### config.mk
export PLATFORM = sky130hd
export DESIGN_NAME = fsfi_div
export DESIGN_NICKNAME = d
export VERILOG_FILES = /design/src/hw/rtl/fsfi_pkg.sv /design/src/hw/rtl/fsfi_div.sv
export SDC_FILE = /design/constraint.sdc
export NUM_CORES = 1
export LEC_CHECK = 0
export ABC_AREA = 1
export ABC_CLOCK_PERIOD_IN_PS = 9000
export BUFFER_PORTS_ARGS = -buffer_cell sky130_fd_sc_hd__buf_2
export CORE_MARGIN = 2
export CORE_UTILIZATION = 33
export DETAILED_ROUTE_END_ITERATION = 8
export GPL_TIMING_DRIVEN = 0
export PLACE_DENSITY_LB_ADDON = 0.08
export SLEW_MARGIN = 0
export SYNTH_ARGS = -nofsm -noshare
export SYNTH_HDL_FRONTEND = slang
export SYNTH_SLANG_ARGS = --single-unit
### constraint.sdc
create_clock -name clk -period 9 [get_ports clk]
set_input_delay 0.9 -clock clk [delete_from_list [all_inputs] [get_ports clk]]
set_output_delay 0.9 -clock clk [all_outputs]
set_load 0.01 [all_outputs]
### src/hw/rtl/fsfi_pkg.sv
`default_nettype none

package fsfi_pkg;

  // Field and datapath widths.
  localparam int DATA_W    = 32;
  localparam int ACC_W     = 64;
  localparam int DIV_W     = 31;
  localparam int TC_W      = 7;
  localparam int TIDX_W    = 6;
  localparam int KIND_W    = 2;
  localparam int CFG_IDX_W = 2;

  // Depth of the command queue between the front and back parts.
  localparam int QUEUE_DEPTH = 2;

  // Item kinds as they arrive on the input channel.
  localparam logic [KIND_W-1:0] KIND_SAMPLE = 2'd0;
  localparam logic [KIND_W-1:0] KIND_LOAD   = 2'd1;
  localparam logic [KIND_W-1:0] KIND_CLEAR  = 2'd2;

  // Configuration register indexes.
  localparam logic [CFG_IDX_W-1:0] CFG_TAP_COUNT = 2'd0;
  localparam logic [CFG_IDX_W-1:0] CFG_DIVISOR   = 2'd1;

  // Saturation limits of the quotient.
  localparam logic [DATA_W-1:0] SAT_POS = 32'h7FFF_FFFF;
  localparam logic [DATA_W-1:0] SAT_NEG = 32'h8000_0000;

  // Operations carried from the front part to the back part.
  typedef logic [1:0] op_t;
  localparam op_t OP_SAMPLE = 2'd0;
  localparam op_t OP_LOAD   = 2'd1;
  localparam op_t OP_CLEAR  = 2'd2;

  typedef struct packed {
    op_t                      op;
    logic signed [DATA_W-1:0] sample;
    logic [TIDX_W-1:0]        tap_index;
    logic signed [DATA_W-1:0] coef;
  } cmd_t;

  typedef struct packed {
    logic [TC_W-1:0]  tap_count;
    logic [DIV_W-1:0] divisor;
  } cfg_t;

  typedef struct packed {
    logic             start;
    logic             ack;
    logic [ACC_W-1:0] dividend;
    logic [DIV_W-1:0] divisor;
  } div_req_t;

  typedef struct packed {
    logic              busy;
    logic              done;
    logic [DATA_W-1:0] quotient;
  } div_rsp_t;

endpackage

`default_nettype wire

### src/hw/rtl/fsfi_div.sv
`default_nettype none

module fsfi_div
  import fsfi_pkg::*;
(
  input  wire logic clk,
  input  wire logic rst_n,
  input  div_req_t  req,
  output div_rsp_t  rsp
);

  localparam int CNT_W = $clog2(ACC_W);
  localparam logic [CNT_W-1:0] LAST_STEP = CNT_W'(ACC_W - 1);

  localparam logic [1:0] D_IDLE = 2'd0;
  localparam logic [1:0] D_RUN  = 2'd1;
  localparam logic [1:0] D_SAT  = 2'd2;
  localparam logic [1:0] D_DONE = 2'd3;

  logic [1:0]        dstate_r;
  logic [1:0]        dstate_nxt;
  logic [CNT_W-1:0]  cnt_r;
  logic [ACC_W-1:0]  quo_r;
  logic [DIV_W-1:0]  rem_r;
  logic [DIV_W-1:0]  rem_nxt;
  logic [DIV_W-1:0]  d_r;
  logic              neg_r;
  logic [DATA_W-1:0] res_r;
  logic [DATA_W-1:0] res_nxt;
  logic [DIV_W:0]    rem_sh;
  logic [DIV_W:0]    diff;
  logic              ge;
  logic              pos_ovf;
  logic              neg_ovf;

  // One quotient bit per cycle, restoring form. The remainder stays below
  // the divisor, so it fits the divisor's width.
  always_comb begin
    rem_sh  = {rem_r, quo_r[ACC_W-1]};
    diff    = rem_sh - {1'b0, d_r};
    ge      = (rem_sh >= {1'b0, d_r});
    rem_nxt = ge ? diff[DIV_W-1:0] : rem_sh[DIV_W-1:0];
  end

  always_comb begin
    pos_ovf = |quo_r[ACC_W-1:DATA_W-1];
    neg_ovf = (|quo_r[ACC_W-1:DATA_W]) || (quo_r[DATA_W-1] && (|quo_r[DATA_W-2:0]));
    if (!neg_r) begin
      res_nxt = pos_ovf ? SAT_POS : quo_r[DATA_W-1:0];
    end else begin
      res_nxt = neg_ovf ? SAT_NEG : (32'd0 - quo_r[DATA_W-1:0]);
    end
  end

  always_comb begin
    dstate_nxt = dstate_r;
    unique case (dstate_r)
      D_IDLE: if (req.start) dstate_nxt = D_RUN;
      D_RUN:  if (cnt_r == LAST_STEP) dstate_nxt = D_SAT;
      D_SAT:  dstate_nxt = D_DONE;
      D_DONE: if (req.ack) dstate_nxt = D_IDLE;
      default: dstate_nxt = D_IDLE;
    endcase
  end

  always_ff @(posedge clk) begin
    if (!rst_n) begin
      dstate_r <= D_IDLE;
    end else begin
      dstate_r <= dstate_nxt;
    end
  end

  always_ff @(posedge clk) begin
    if (dstate_r == D_IDLE && req.start) begin
      quo_r <= req.dividend[ACC_W-1] ? (64'd0 - req.dividend) : req.dividend;
      rem_r <= '0;
      d_r   <= req.divisor;
      neg_r <= req.dividend[ACC_W-1];
      cnt_r <= '0;
    end else if (dstate_r == D_RUN) begin
      quo_r <= {quo_r[ACC_W-2:0], ge};
      rem_r <= rem_nxt;
      cnt_r <= cnt_r + 1'b1;
    end
    if (dstate_r == D_SAT) begin
      res_r <= res_nxt;
    end
  end

  assign rsp.busy     = (dstate_r != D_IDLE);
  assign rsp.done     = (dstate_r == D_DONE);
  assign rsp.quotient = res_r;

endmodule

`default_nettype wire

==> flow_summary.json, run 1 <==
{
  "initial_core_util_pct": 33.6,
  "place_congestion": 0.914,
  "ir_worst_vdd_mv": 0.138,
  "postSynthAreaPerCell_um2": 6.67,
  "clk_path_buf_depth": 2,
  "overflow": 0,
  "drcViolationCount": 0,
  "p_leak_nw": 6.94,
  "clk-insertion-delay-late_ps": 450,
  "synth_cell_type_count": 47,
  "grt_max_degree": 41,
  "slew_headroom_pct": 47.6,
  "grt_pass1_vias": 12000,
  "synthDominantCellAreaShare_pct": 30.3,
  "required_ps": 9140,
  "fillers": 4096,
  "wirelength_um": 44100,
  "numCtsBuffers": 17,
  "grt_first_pass_wirelength_um": 68300,
  "via_count": 12500,
  "startpoint_type": "flop",
  "hpwl_um": 36000,
  "end_kind": "flop",
  "drive_gt1_share_pct": 10.5,
  "seq_area_um2": 4620,
  "cpMostUsedCell": "inv_1",
  "io_buffers": 132,
  "cp_slowest_cell": "buf_2",
  "core_um2": 37800,
  "wl_met2_um": 18800,
  "status": "complete, no violations",
  "slowest_delay_ps": 550,
  "crit_type": "reg -> reg",
  "via_per_inst": 4.85,
  "area_delta_synth_final_pct": 15.4,
  "synthArstFlopShare_pct": 0,
  "fin_crit_ps": 2790,
  "ys_warn_count": 0,
  "antenna_found_initial": 0,
  "finalSetupViolations": 0,
  "postRouteAntennaNets": 0,
  "clkSinkCount": 167,
  "tightest_slew_ps": 786,
  "max_freq_mhz": 358,
  "arrival_ps": 2930,
  "multi_input_area_um2": 6740,
  "cts_resized": 0,
  "clk_pin_slew_ps": 70,
  "die_w_um": 200,
  "htree_num_levels": 4,
  "met3_length_um": 1990,
  "cts_hold_buf": 0,
  "nets": 2194,
  "die_h_um": 200,
  "powerDensity_nw_per_um2": 227,
  "ys_ff_latch": 167,
  "ioPinCount": 133,
  "slew_viol_final": 0,
  "cts-root-buf": "clkbuf_16",
  "wire_per_inst_um": 17.1,
  "dr.pass1.iters": 5,
  "tns_ps": 0,
  "diodes": 0,
  "timing.final.crit_share_pct": 31.0,
  "cp_max_fo": 24,
  "dp_cells": 2547,
  "post_cts_buffers": 0,
  "crit_chain": "inv_1 > ha_1 > nand2_1 > inv_1 > clkbuf_1 > buf_2 > buf_12",
  "rows": 71,
  "finalNonFillerCells": 2579,
  "synth_edf_count": 128,
  "synth_area_leaders": "edfxtp_1 (30%), nand2_1 (19%), inv_1 (8.5%)",
  "synth_top_area_cell": "edfxtp_1",
  "rsz0062_at_grt": "no",
  "hold_viol": 0,
  "wl_met1_um": 22000,
  "fin_skew_ps": 16.3,
  "synthCells": 1902,
  "yosysSeqAreaShare_pct": 36.4,
  "first_iter_violations": 991,
  "top_layer_used": "met4",
  "netlist_area_um2": 12700,
  "dieArea_um2": 40000,
  "drv_cap": 0,
  "gr-usage-all-layers_pct": 22.0,
  "synth_fp_nets": 2041,
  "hp-class": "reg -> reg",
  "cts_tree": "done",
  "synth_flop_cell": "edfxtp_1"
}
-- layer usage --
| metal | GRT usage (%) | up-vias |
|---|---|---|
| met1 | 31.6 | 5754 |
| li1 | - | 6379 |
| met2 | 33.7 | 328 |
| met4 | 7.46 | 0 |
| met3 | 3.34 | 60 |
| met5 | 0 | - |
-- cells in the mapped netlist, drive strengths merged (5+ instances only) --
master and n:
nand2 647, inv 291, nor2 197, nand3 185
o21ai 133, edfxtp 128, xor2 47, dfxtp 39
ha 39, nand4 36, clkbuf 26, a21oi 23
xnor2 21, buf 20, nor3 19, nand3b 18
nor4 7, or2 6, clkinv 5
-- power breakdown --
part | internal, W | switching [W] | leakage [nW]
sequential | 0.00120 | 0.000209 | 1.54
clock | 0.000425 | 0.000339 | 0.300
combinational | 0.000355 | 0.000807 | 5.10
total | 0.00198 | 0.00136 | 6.94
-- final timing paths --
kind | startpoint | endpoint | slack [ps] | depth (start not counted)
setup / recovery | dstate_r[0] | d_r[19] | 6210 | 7
hold / removal | rem_r[30] | rem_r[30] | 470 | 2
setup reg to reg | dstate_r[0] | d_r[19] | 6210 | 7
hold reg to reg | rem_r[30] | rem_r[30] | 470 | 2
-- per-stage QoR --
stage	util [%]	setup slack [ps]	power (W)	instance area, um2	hold WS, ps
floorplan	-	5330	0.00212	12700	440
global placement	37.1	3780	0.00257	14000	456
detailed placement	37.2	5810	0.00258	14000	460
CTS	38.8	6150	0.00335	14600	474
global route	38.8	5940	0.00356	14600	496
finish	38.8	6210	0.00333	14600	470
-- placed cells by master, fill, tap and decap left out, drive strengths merged, types with 2 or more instances in the layout --
cell type and count:
a21oi 23, buf 154, clkbuf 50, clkinv 6
dfxtp 39, edfxtp 128, ha 39, inv 298
nand2 647, nand3 185, nand3b 18, nand4 36
nor2 197, nor3 19, nor4 7, o211ai 2
o21a 2, o21ai 133, o21bai 2, or2 6
xnor2 21, xor2 47
-- critical path: cells and delay by family, from the launching register on --
kind	cells	cell delay [ps]
AND/OR/NAND/NOR	1	300
flip-flops	1	330
buffers and inverters	5	1650
adder cells (fa/ha/maj)	1	190
-- cell families after synthesis --
kind of cell / count (synthesis) / share of synthesized area, %
simple gates: 1117 / 37.4
buf+inv: 342 / 10.5
compound gates: 168 / 7.04
flops: 167 / 36.4
xor+xnor: 68 / 4.69
fa+ha+maj: 40 / 4.00
-- final cells by class --
class                      instances  share of cell area [%]
buffer                            46                    1.51
clock buffer                      24                    3.66
clock inverter                     8                   0.461
inverter                         296                    7.59
multi-input combinational       1393                    46.0
sequential                       167                    31.6
tap                              511                    4.37
timing repair buffer             134                    4.79
-- state kept, by name (all words and copies together) (netlist names) --
name      cells
neg_r         1
res_r        32
d_r          31
rem_r        31
cnt_r         6
dstate_r      2
quo_r        64
(Power assumes the default switching activity.)
==> inputs of run 2 (changes only) <==
- ABC_CLOCK_PERIOD_IN_PS: 9000 -> 2600
- clock period: 9 -> 2.6 ns (I/O delays scaled with it)
==> flow_summary.json, run 2 (synthesis gave the netlist of run 1 again) <==
{
  "place_congestion": 0.923,
  "reg.largest.list": "quo_r x64, res_r x32",
  "required_ps": 2930,
  "grt_max_degree": 42,
  "first_iter_violations": 884,
  "fin_skew_ps": 18.4,
  "nets": 2229,
  "htree_num_levels": 4,
  "top_register": "quo_r",
  "crit_type": "reg -> reg",
  "tns_ps": 0,
  "hpwl_um": 36200,
  "slew_viol_final": 0,
  "fin_ws_ps": 138,
  "clk-insertion-delay-late_ps": 450,
  "clkSinkCount": 167,
  "drive_gt1_share_pct": 10.8,
  "layout_common_cells": "nand2_1 (641), inv_1 (285), nor2_1 (184), nand3_1 (184), buf_2 (137)",
  "rows": 71,
  "numCtsBuffers": 17,
  "dieArea_um2": 40000,
  "status": "complete, no violations",
  "final_util_pct": 39.8,
  "cts-root-buf": "clkbuf_16",
  "dp_cells": 2547,
  "drv_cap": 0,
  "postRouteAntennaNets": 0,
  "max_freq_mhz": 406,
  "p_leak_nw": 7.10,
  "die_w_um": 200,
  "ir_worst_vdd_mv": 0.508,
  "dr.pass1.iters": 5,
  "wirelength_um": 44200,
  "startpoint_type": "flop",
  "io_buffers": 132,
  "clk_path_buf_depth": 2,
  "final_cell_area_um2": 15000,
  "grt_first_pass_wirelength_um": 68000,
  "hp-class": "in -> reg",
  "gr-usage-all-layers_pct": 21.9,
  "wire_per_inst_um": 16.9,
  "diodes": 0,
  "timing.final.crit_share_pct": 94.7,
  "fin_crit_ps": 2460,
  "grt_pass1_vias": 11900,
  "fillers": 4116,
  "drcViolationCount": 0,
  "arrival_ps": 2790,
  "pre_cts_slack_ps": -264,
  "hold_viol": 0,
  "via_per_inst": 4.80,
  "area_delta_synth_final_pct": 18.4,
  "finalSetupViolations": 0,
  "placed_area_um2": 14000,
  "tightest_slew_ps": 793,
  "via_count": 12500,
  "overflow": 0,
  "cts_tree": "done",
  "seq_area_um2": 4620,
  "finalNonFillerCells": 2614,
  "largest_reg_flops": 64,
  "clk_pin_slew_ps": 70,
  "antenna_found_initial": 0,
  "multi_input_area_um2": 6750,
  "ioPinCount": 133,
  "layout_commonest_cell": "nand2_1",
  "powerDensity_nw_per_um2": 770,
  "core_um2": 37800,
  "end_kind": "flop",
  "cp_max_fo": 10,
  "slew_headroom_pct": 47.1,
  "initial_core_util_pct": 33.6,
  "die_h_um": 200
}
## run 2: cell types whose count changed in the layout (fill, tap and decap cells not counted), moves of 2 or more
cell / before / now
buf_2: 141 / 137
clkbuf_1: 27 / 25
inv_6: 4 / 2
clkinvlp_4: 0 / 3
dlygate4sd3_1: 0 / 30
buf_4: 5 / 11
## run 2: metal layers
| metal | GRT usage, % | part of all wire [%] | wire, um | up-vias |
|---|---|---|---|---|
| met3 | 2.83 | 3.8 | 1670 | 33 |
| li1 | - | - | - | 6452 |
| met2 | 34.2 | 44 | 19500 | 282 |
| met5 | 0 | 0 | 0 | - |
| met1 | 31.8 | 50 | 22300 | 5772 |
| met4 | 5.89 | 1.7 | 762 | 0 |
## run 2: path summary, 6_finish.rpt
check                               start  depth (start not counted)        end  slack, ps
worst max-delay path            quo_r[63]                         16   rem_r[0]        140
worst min-delay path               req[4]                          1     d_r[4]         30
worst max register to register  quo_r[63]                         16   rem_r[0]        140
worst min register to register  rem_r[16]                          2  rem_r[16]        470
## run 2: repair_timing
item,4_1_cts,5_1_grt
pin swaps,0,1
resized for setup,6,12
buffers inserted,0,5
hold endpoints to repair,30,0
hold buffers,30,0
setup endpoints to repair,93,59
## run 2: cell type report
class	instances	area share, %
Timing Repair Buffer	169	6.91
Clock inverter	9	0.500
Multi-Input combinational cell	1393	44.9
Inverter	296	7.39
Sequential cell	167	30.8
Clock buffer	23	3.54
Buffer	46	1.71
Tap cell	511	4.25
## run 2: worst max-delay path: stages, from the launching register on
cell,delay (ps)
edfxtp_1,410
inv_2,90
ha_1,240
fa_2,370
inv_1,100
nand3_1,80
nand2_2,120
nand2_1,70
nand2_2,90
nand2_1,80
nand3_1,90
nand2_2,110
nand2_4,120
buf_6,160
nand2_1,70
nand3_1,70
o21ai_1,70
## run 2: metrics by stage
stage          total power, W  hold slack (ps)
6_report               0.0116             33.9
5_1_grt                0.0123             3.36
4_1_cts                0.0116             1.76
3_5_place_dp          0.00896              438
3_3_place_gp          0.00888              436
2_1_floorplan         0.00730              359
## run 2: power breakdown
group / internal, W / switching, W / leakage (nW)
logic: 0.00129 / 0.00282 / 5.27
clock network: 0.00146 / 0.00113 / 0.290
registers: 0.00414 / 0.000728 / 1.54
total: 0.00689 / 0.00468 / 7.10
