--- config.mk ---
export PLATFORM = sky130hd
export DESIGN_NAME = fsfi_queue
export DESIGN_NICKNAME = d
export VERILOG_FILES = /design/src/hw/rtl/fsfi_pkg.sv /design/src/hw/rtl/fsfi_queue.sv
export SDC_FILE = /design/constraint.sdc
export NUM_CORES = 1
export LEC_CHECK = 0
export ABC_AREA = 1
export CAP_MARGIN = 20
export CORE_MARGIN = 3
export CORE_UTILIZATION = 24
export DETAILED_ROUTE_END_ITERATION = 8
export DONT_BUFFER_PORTS = 1
export GPL_ROUTABILITY_DRIVEN = 0
export RECOVER_POWER = 100
export SLEW_MARGIN = 20
export SYNTH_ARGS = -nofsm -noshare
export SYNTH_HDL_FRONTEND = slang
export SYNTH_SLANG_ARGS = --single-unit
--- constraint.sdc ---
create_clock -name clk -period 5.9 [get_ports clk]
set_input_delay 1.18 -clock clk [delete_from_list [all_inputs] [get_ports clk]]
set_output_delay 1.18 -clock clk [all_outputs]
set_load 0.01 [all_outputs]
--- src/hw/rtl/fsfi_pkg.sv ---
`default_nettype none

package fsfi_pkg;

  // Field and datapath widths.
  localparam int DATA_W    = 32;
  localparam int ACC_W     = 64;
  localparam int DIV_W     = 31;
  localparam int TC_W      = 7;
  localparam int TIDX_W    = 6;
  localparam int KIND_W    = 2;
  localparam int CFG_IDX_W = 2;

  // Depth of the command queue between the front and back parts.
  localparam int QUEUE_DEPTH = 2;

  // Item kinds as they arrive on the input channel.
  localparam logic [KIND_W-1:0] KIND_SAMPLE = 2'd0;
  localparam logic [KIND_W-1:0] KIND_LOAD   = 2'd1;
  localparam logic [KIND_W-1:0] KIND_CLEAR  = 2'd2;

  // Configuration register indexes.
  localparam logic [CFG_IDX_W-1:0] CFG_TAP_COUNT = 2'd0;
  localparam logic [CFG_IDX_W-1:0] CFG_DIVISOR   = 2'd1;

  // Saturation limits of the quotient.
  localparam logic [DATA_W-1:0] SAT_POS = 32'h7FFF_FFFF;
  localparam logic [DATA_W-1:0] SAT_NEG = 32'h8000_0000;

  // Operations carried from the front part to the back part.
  typedef logic [1:0] op_t;
  localparam op_t OP_SAMPLE = 2'd0;
  localparam op_t OP_LOAD   = 2'd1;
  localparam op_t OP_CLEAR  = 2'd2;

  typedef struct packed {
    op_t                      op;
    logic signed [DATA_W-1:0] sample;
    logic [TIDX_W-1:0]        tap_index;
    logic signed [DATA_W-1:0] coef;
  } cmd_t;

  typedef struct packed {
    logic [TC_W-1:0]  tap_count;
    logic [DIV_W-1:0] divisor;
  } cfg_t;

  typedef struct packed {
    logic             start;
    logic             ack;
    logic [ACC_W-1:0] dividend;
    logic [DIV_W-1:0] divisor;
  } div_req_t;

  typedef struct packed {
    logic              busy;
    logic              done;
    logic [DATA_W-1:0] quotient;
  } div_rsp_t;

endpackage

`default_nettype wire

--- src/hw/rtl/fsfi_queue.sv ---
`default_nettype none

module fsfi_queue
  import fsfi_pkg::*;
(
  input  wire logic clk,
  input  wire logic rst_n,
  input  wire logic push,
  input  cmd_t      push_data,
  output logic      full,
  input  wire logic pop,
  output logic      head_valid,
  output cmd_t      head
);

  localparam int PTR_W = $clog2(QUEUE_DEPTH);
  localparam int CNT_W = $clog2(QUEUE_DEPTH + 1);

  cmd_t             mem_r [QUEUE_DEPTH];
  logic [PTR_W-1:0] wr_ptr_r;
  logic [PTR_W-1:0] rd_ptr_r;
  logic [CNT_W-1:0] cnt_r;
  logic [CNT_W-1:0] cnt_nxt;
  logic             do_pop;

  assign full       = (cnt_r == CNT_W'(QUEUE_DEPTH));
  assign head_valid = (cnt_r != '0);
  assign head       = mem_r[rd_ptr_r];
  assign do_pop     = pop && head_valid;

  always_comb begin
    cnt_nxt = cnt_r;
    if (push && !do_pop) begin
      cnt_nxt = cnt_r + 1'b1;
    end else if (do_pop && !push) begin
      cnt_nxt = cnt_r - 1'b1;
    end
  end

  always_ff @(posedge clk) begin
    if (!rst_n) begin
      wr_ptr_r <= '0;
      rd_ptr_r <= '0;
      cnt_r    <= '0;
    end else begin
      if (push) begin
        wr_ptr_r <= wr_ptr_r + 1'b1;
      end
      if (do_pop) begin
        rd_ptr_r <= rd_ptr_r + 1'b1;
      end
      cnt_r <= cnt_nxt;
    end
  end

  always_ff @(posedge clk) begin
    if (push) begin
      mem_r[wr_ptr_r] <= push_data;
    end
  end

endmodule

`default_nettype wire

==> impl_metrics.yaml, run 1 <==
floorplan:
  die_y_um: 161.2
  dieArea_mm2: 0.02600
  row_count: 56
  coreArea_mm2: 0.02361
  fp.dieW_um: 161.2
  io_pins: 150
  initial_core_util_pct: 24.50
final_layout:
  insertedDiodeCount: 0
  final_cells: 606
  syn_to_final_growth_pct: 10.69
  drive_gt1_share_pct: 12.20
  fin_nets: 351
worst_setup_path:
  cp_max_fo: 47
  path_delay_family: "buffers and inverters"
  cp_slowest_cell: "clkbuf_1"
  max_stage_delay_ps: 2060
  worst_setup_path_end_kind: "flop"
  ff2ff_path_depth: 3
  crit_buf_inv: 2
  crit_type: "input pin to flop"
  required_ps: 5870
  cp_cell_sequence: "nand2_1 > clkinvlp_2 > clkbuf_1"
  cp-start-kind: "input pin"
  worst-endpoint-arrival_ps: 4050
  crit_cells: 3
route:
  dr.pass1.iters: 4
  dr_total_vias: 2262
  drc: 0
  ant_nets: 0
  drtIter0Drc: 108
  avgViaCountPerCell: 3.733
  wl_per_cell_um: 17.57
  drt-total-wl_um: 10650
pwr:
  p_int_mw: 1.963
  leakage_nw: 2.058
  irDropWorstVdd_v: 0.0001672
  powerDensity_mw_per_mm2: 397.4
  p_clk_share_pct: 43.3
  combPwrFrac_pct: 7.1
  p_sw_mw: 0.5812
  seqPwrFrac_pct: 49.7
  switching_share_pct: 22.84
synthesis:
  syn-num-nets: 337
  yosys_register_bits: 149
  syn_inst: 260
  yosys_warnings: 0
  syn_area_mm2: 0.005784
  syn_avg_cell_area_um2: 22.25
  yosysUniqueCellTypes: 15
  seq_area_frac_synth_pct: 76.49
cts:
  post_cts_buffers: 0
  cts_sinks: 149
  numCtsBuffers: 17
  htreeDepth: 4
  cts_resized: 0
  clock_latency_ps: 410
  cts-root-buf: "clkbuf_16"
  hold_buffers: 0
  clk_pin_slew_worst_paths_ps: 70
  cts_tree: "done"
  cts_buffer_depth: 2
global_routing:
  grt_use_met3_pct: 5.181
  use_met2_pct: 13.89
  first_global_vias: 2494
  grt_antenna_before_repair: 1
  grt_start_max_net_pins: 49
  grt-ovfl-total: 0
  grt_use_total_pct: 8.191
  met1_usage_pct: 8.080
  grt_busiest_layer: "met2"
  grt_pass1_wl_um: 15410
placement:
  place_inst: 574
  port_buffers: 0
  hpwl_um: 7123
timing:
  fin_skew_ps: 7.810
  finalSetupViolCount: 0
  max_freq_ghz: 0.2447
  post-route-period-util_pct: 69.26
  slew_headroom_pct: -88.18
  drv_slew: 75
  rsz0062_at_grt: "false"
  fin_tns_setup_ps: 0
  worst_pin_slew_ps: 2823
  fin_crit_ps: 4087
  hold_viol: 0
hold_path:
  min_path_type: "flop to flop"
  whs_path_depth: 2
run_status:
  violations: "capacitance limit, slew limit"
  outcome: "finished, violations left"
job:
  cap_violations: 2
[placed cells by master (no fill, tap or decap)]
cell type and n:
clkbuf_1 4, nand2_1 9, clkbuf_16 17, clkinvlp_2 1, a21oi_1 1, dfxtp_4 1
edfxtp_1 144, nand3_1 1, nor2_1 8, mux2_1 70, mux2_4 2, o21a_1 1
clkbuf_2 1, nand4_1 1, inv_8 1, dfxtp_1 4, clkinv_4 3, o21ai_0 1
inv_1 7, inv_6 2, ha_1 1, clkinvlp_4 4, bufinv_16 3
[path summary, 6_finish.rpt]
check | endpoint | slack (ps) | from
worst max-delay path | mem_r[1][42] | 1810 | push
worst min register to register | wr_ptr_r | 500 | wr_ptr_r
worst max register to register | mem_r[1][42] | 2220 | wr_ptr_r
worst min-delay path | wr_ptr_r | 500 | wr_ptr_r
[cells in the mapped netlist]
| library cell | n | area (um^2) |
|---|---|---|
| edfxtp_1 | 144 | 4324 |
| inv_1 | 8 | 30.03 |
| a21oi_1 | 1 | 5.000 |
| ha_1 | 1 | 12.51 |
| mux2_4 | 70 | 1051 |
| nor2_1 | 8 | 30.03 |
| nand2_1 | 9 | 33.78 |
| o21ai_0 | 1 | 5.000 |
| nand4_1 | 1 | 6.260 |
| dfxtp_1 | 5 | 100.1 |
| buf_12 | 7 | 140.1 |
| buf_6 | 1 | 11.26 |
| o21a_1 | 1 | 7.510 |
| mux2_2 | 2 | 22.52 |
| nand3_1 | 1 | 5.000 |
[flip-flops by register name (all words and copies together), names as in the netlist, named ones only]
register  count
mem_r       144
rd_ptr_r      1
cnt_r         2
wr_ptr_r      1
[final cells by class]
type	count	area, um^2
Fill cell	2383	17210
Sequential cell	149	4428
Multi-Input combinational cell	95	923.4
Clock buffer	19	432.9
Tap cell	319	399.1
Clock inverter	13	175.2
Inverter	8	31.28
Timing Repair Buffer	3	12.51
[power by group through the flow]
stage | combinational (mW) | clock, mW | sequential, mW
2_1_floorplan | 0.258 | 0 | 1.26
3_3_place_gp | 0.244 | 0 | 1.29
3_5_place_dp | 0.248 | 0 | 1.29
4_1_cts | 0.249 | 1.15 | 1.27
5_1_grt | 0.196 | 1.19 | 1.27
6_report | 0.180 | 1.10 | 1.26
[routing by layer]
metal | share of wire [%] | up-vias
li1 | - | 1036
met1 | 37 | 1115
met2 | 51 | 100
met3 | 11 | 11
met4 | 1.3 | 0
met5 | 0 | -
[cell families after synthesis]
family	share of synthesized area [%]
AO/OA/AOI/OAI	0.3027
adder cells (fa/ha/maj)	0.2163
buffers and inverters	3.136
flip-flops	76.49
multiplexers	18.56
AND/OR/NAND/NOR	1.298
[metrics by stage]
step | cell area (um^2) | utilization, % | setup slack, ps | power [mW] | hold slack, ps
2_1_floorplan | 5784 | - | 1158 | 1.522 | 466.9
3_3_place_gp | 6067 | 25.69 | 2817 | 1.535 | 476.7
3_5_place_dp | 6067 | 25.69 | 2774 | 1.543 | 481.1
4_1_cts | 6675 | 28.27 | 2309 | 2.667 | 510.3
5_1_grt | 6402 | 27.11 | 1390 | 2.656 | 528.8
6_report | 6402 | 27.11 | 1813 | 2.545 | 502.3
[tightest hold or removal path: cells and delay by family, from the launching register on]
family / cells / cell delay [ps]
simple gates: 2 / 150
flops: 1 / 320
Power figures use the tool's default switching activity.
==> run 2: changes to the inputs <==
==> constraint.sdc (replaced) <==
create_clock -name clk -period 4 [get_ports clk]
set_input_delay 0.8 -clock clk [delete_from_list [all_inputs] [get_ports clk]]
set_output_delay 0.8 -clock clk [all_outputs]
set_load 0.01 [all_outputs]
==> run 2 against run 1 <==
Net effect:
- the run still ends with capacitance limit, slew limit left
- sequential share of layout area grew 0.23 points
- final area shrank 0.33%
- flip-flop and latch count is the same
- critical endpoint is now head[14]
- largest power group unchanged
==> impl_metrics.yaml, run 2 (same netlist as run 1, synthesis figures left out) <==
placement:
  placed_cell_area_mm2: 0.006080
  port_buffers: 0
  place_inst: 574
  hpwl_um: 6852
final_layout:
  syn_to_final_growth_pct: 10.32
  final_cells: 604
  fillers: 2411
  final_common_cell: "edfxtp_1"
  final_cell_mix: "edfxtp_1, mux2_1, clkbuf_16"
  drive_gt1_share_pct: 12.28
  multi_input_area_um2: 930.9
  insertedDiodeCount: 0
  regMostFlops: "mem_r"
  largest_register_ffs: 144
  reg_top3: "mem_r (144), cnt_r (2)"
  fin_nets: 352
  seq_area_mm2: 0.004428
  final_cell_area_mm2: 0.006381
timing:
  post-route-period-util_pct: 66.17
  worst_pin_slew_ps: 1929
  slew_headroom_pct: -28.62
  rsz0062_at_grt: "false"
  hold_viol: 0
  drv_slew: 73
  finalSetupViolCount: 0
  fin_tns_setup_ps: 0
  fin_skew_ps: 7.563
  max_freq_ghz: 0.3778
  fin_crit_ps: 2647
hold_path:
  min_path_type: "input pin to flop"
  hold_start: "push_data[68]"
job:
  cap_violations: 1
route:
  wl_per_cell_um: 17.16
  ant_nets: 0
  dr.pass1.iters: 4
  drtIter0Drc: 85
  avgViaCountPerCell: 3.758
  drc: 0
  dr_total_vias: 2270
  drt-total-wl_um: 10370
run_status:
  outcome: "finished, violations left"
  violations: "capacitance limit, slew limit"
cts:
  cts_buffer_depth: 2
  htreeDepth: 4
  cts_sinks: 149
  cts-root-buf: "clkbuf_16"
  hold_buffers: 0
  post_cts_buffers: 0
  clock_latency_ps: 410
  cts_resized: 0
  cts_tree: "done"
  clk_pin_slew_worst_paths_ps: 60
  numCtsBuffers: 17
floorplan:
  die_y_um: 161.2
  fp.dieW_um: 161.2
  row_count: 56
  initial_core_util_pct: 24.50
  coreArea_mm2: 0.02361
  io_pins: 150
  dieArea_mm2: 0.02600
global_routing:
  grt_pass1_wl_um: 15060
  grt_antenna_before_repair: 0
  use_met2_pct: 13.04
  grt_busiest_layer: "met2"
  grt_start_max_net_pins: 73
  grt-ovfl-total: 0
  met1_usage_pct: 7.919
  first_global_vias: 2416
  grt_use_met3_pct: 5.001
  grt_use_total_pct: 7.957
pwr:
  irDropWorstVdd_v: 0.0002263
  leakage_nw: 2.061
  powerDensity_mw_per_mm2: 566.8
worst_setup_path:
  required_ps: 3200
  cp_max_fo: 44
  crit_type: "flop to output pin"
  worst-endpoint-arrival_ps: 1850
  worst_setup_path_end_kind: "output pin"
  reg2reg_from: "wr_ptr_r"
  cp-start-kind: "flop"
## run 2: area by class of cell
class                      count  share of cell area (%)
clock buffer                  18                   6.725
clock inverter                11                   1.784
inverter                       8                  0.4902
multi-input combinational     95                   14.59
sequential                   149                   69.39
tap                          319                   6.255
timing repair buffer           4                  0.7647
## run 2: path summary, 6_finish.rpt
check,end,cells past startpoint,slack (ps)
setup / recovery,head[14],2,1350
hold / removal,mem_r[1][68],0,480
setup reg to reg,mem_r[1][12],4,1400
hold reg to reg,flop,2,500
## run 2: stage by stage
| stage | power (mW) | utilization, % | worst slack [ps] | hold slack, ps |
|---|---|---|---|---|
| floorplan | 2.243 | - | 885.5 | 466.9 |
| CTS | 3.792 | 28.05 | 1181 | 445.6 |
| global placement | 2.266 | 25.75 | 1452 | 479.0 |
| global route | 3.787 | 27.02 | 1141 | 447.0 |
| finish | 3.617 | 27.02 | 1353 | 480.6 |
| detailed placement | 2.275 | 25.75 | 1404 | 500.8 |
## run 2: where the power goes
part	internal (mW)	switching [mW]	leakage, nW
Sequential	1.81	0.0388	1.39
Combinational	0.0965	0.183	0.399
Clock	0.900	0.585	0.268
Total	2.81	0.807	2.06
## run 2: critical path, stage by stage (launching register included)
cell	delay [ps]
dfxtp_4	630
buf_12	300
mux2_1	440
## run 2: routing by layer
layer | vias up | share of wire [%]
li1 | 1032 | -
met1 | 1126 | 38
met2 | 102 | 49
met3 | 10 | 11
met4 | 0 | 1.6
met5 | - | 0
==> run 3: changes to the inputs <==
==> constraint.sdc (replaced) <==
create_clock -name clk -period 2.5 [get_ports clk]
set_input_delay 0.5 -clock clk [delete_from_list [all_inputs] [get_ports clk]]
set_output_delay 0.5 -clock clk [all_outputs]
set_load 0.01 [all_outputs]
==> run 3 against run 2 <==
Net effect:
- the run now ends clean
- largest cell class unchanged
- combinational power up 71%
- die area unchanged
- setup slack got worse by 960 ps
- highest routed layer unchanged
- sequential share of layout area is 0.63 points higher
- non-clock buffer count is 1 higher
- clock-buffer cell count stayed put
- cell count grew 0.50%
- critical endpoint is now head[15]
==> impl_metrics.yaml, run 3 (same netlist as run 1, synthesis figures left out) <==
timing:
  fin_skew_ps: 7.147
  hold_viol: 0
  rsz0062_at_grt: "false"
  worst_slack_ps: 388.4
  drv_slew: 0
  fin_tns_setup_ps: 0
  worst_pin_slew_ps: 1283
  hold_ws_ps: 181.9
  slew_headroom_pct: 14.45
  finalSetupViolCount: 0
  fin_crit_ps: 2112
  max_freq_ghz: 0.4736
  post-route-period-util_pct: 84.46
job:
  cap_violations: 0
route:
  ant_nets: 0
  drt-total-wl_um: 10740
  drtIter0Drc: 103
  avgViaCountPerCell: 3.814
  dr_total_vias: 2315
  wl_per_cell_um: 17.70
  dr.pass1.iters: 4
  drc: 0
final_layout:
  reg_top3: "mem_r (144), cnt_r (2)"
  regMostFlops: "mem_r"
  fillers: 2390
  final_cell_mix: "edfxtp_1, mux2_1, clkbuf_16"
  utilization_pct: 26.78
  multi_input_area_um2: 927.1
  insertedDiodeCount: 0
  fin_nets: 353
  syn_to_final_growth_pct: 9.323
  seq_area_mm2: 0.004428
  drive_gt1_share_pct: 11.81
  final_common_cell: "edfxtp_1"
  largest_register_ffs: 144
floorplan:
  io_pins: 150
  die_y_um: 161.2
  row_count: 56
  fp.dieW_um: 161.2
  coreArea_mm2: 0.02361
  initial_core_util_pct: 24.50
  dieArea_mm2: 0.02600
cts:
  hold_buffers: 0
  htreeDepth: 4
  numCtsBuffers: 17
  cts-root-buf: "clkbuf_16"
  clock_latency_ps: 410
  post_cts_buffers: 0
  clk_pin_slew_worst_paths_ps: 60
  cts_sinks: 149
  cts_buffer_depth: 2
  cts_tree: "done"
  cts_resized: 0
pwr:
  irDropWorstVdd_v: 0.0003810
  leakage_nw: 2.027
  powerDensity_mw_per_mm2: 883.3
  total_power_mw: 5.585
worst_setup_path:
  worst-endpoint-arrival_ps: 1610
  required_ps: 2000
  worst_setup_path_end_kind: "output pin"
  max_stage_delay_ps: 480
  crit_type: "flop to output pin"
  cp_max_fo: 72
  reg2reg_to: "mem_r[1][27]"
  cp-start-kind: "flop"
  reg2reg_from: "wr_ptr_r"
  cp_slowest_cell: "mux2_1"
  r2r_setup_slack_ps: 500
  cp_cell_sequence: "buf_12 > mux2_1"
  ff2ff_path_depth: 3
global_routing:
  grt_pass1_wl_um: 15360
  first_global_vias: 2515
  grt_use_total_pct: 8.196
  grt-ovfl-total: 0
  grt_antenna_before_repair: 0
  grt_start_max_net_pins: 73
hold_path:
  min_path_type: "input pin to flop"
  whs_path_depth: 0
  hold_start: "push_data[17]"
  whs_endpoint: "mem_r[1][17]"
placement:
  place_worst_setup_slack_ps: 723.7
  port_buffers: 0
  hpwl_um: 6918
run_status:
  outcome: "completed"
-- run 3: power by group --
part | internal (mW) | switching, mW
clock network | 1.23 | 0.939
logic | 0.151 | 0.328
registers | 2.90 | 0.0335
total | 4.28 | 1.30
-- run 3: layer usage --
| layer | part of all wire [%] | GRT usage, % |
|---|---|---|
| met1 | 38 | 8.472 |
| met2 | 48 | 13.24 |
| met3 | 12 | 5.463 |
| met4 | 1.2 | 3.168 |
| met5 | 0 | 0 |
-- run 3: worst max-delay path by stage --
| stage | from | end | slack, ps |
|---|---|---|---|
| CTS | flop | head[52] | 260 |
| floorplan | push | mem_r[1][0] | 100 |
| global route | flop | head[7] | 280 |
| global placement | flop | head[51] | 740 |
| finish | flop | head[15] | 390 |
| detailed placement | flop | head[52] | 720 |
-- run 3: final cells by class --
type	instances	share of cell area (%)
flip-flops and latches	149	70.02
clock buffers	18	6.787
inverters	8	0.4947
well taps	319	6.312
multi-input cells	95	14.66
repair buffers	5	0.6332
clock inverters	13	1.088
-- run 3: worst max-delay path: cells and delay by family (launching register included) --
family                 cells  cell delay, ps
multiplexers               1             480
buffers and inverters      1             360
flip-flops                 1             350
-- run 3: per-stage QoR --
step	cell area, um^2	cells
after floorplan	5792	260
after global placement	6095	576
after detailed placement	6095	576
after CTS	6593	607
after global routing	6324	607
final	6324	607
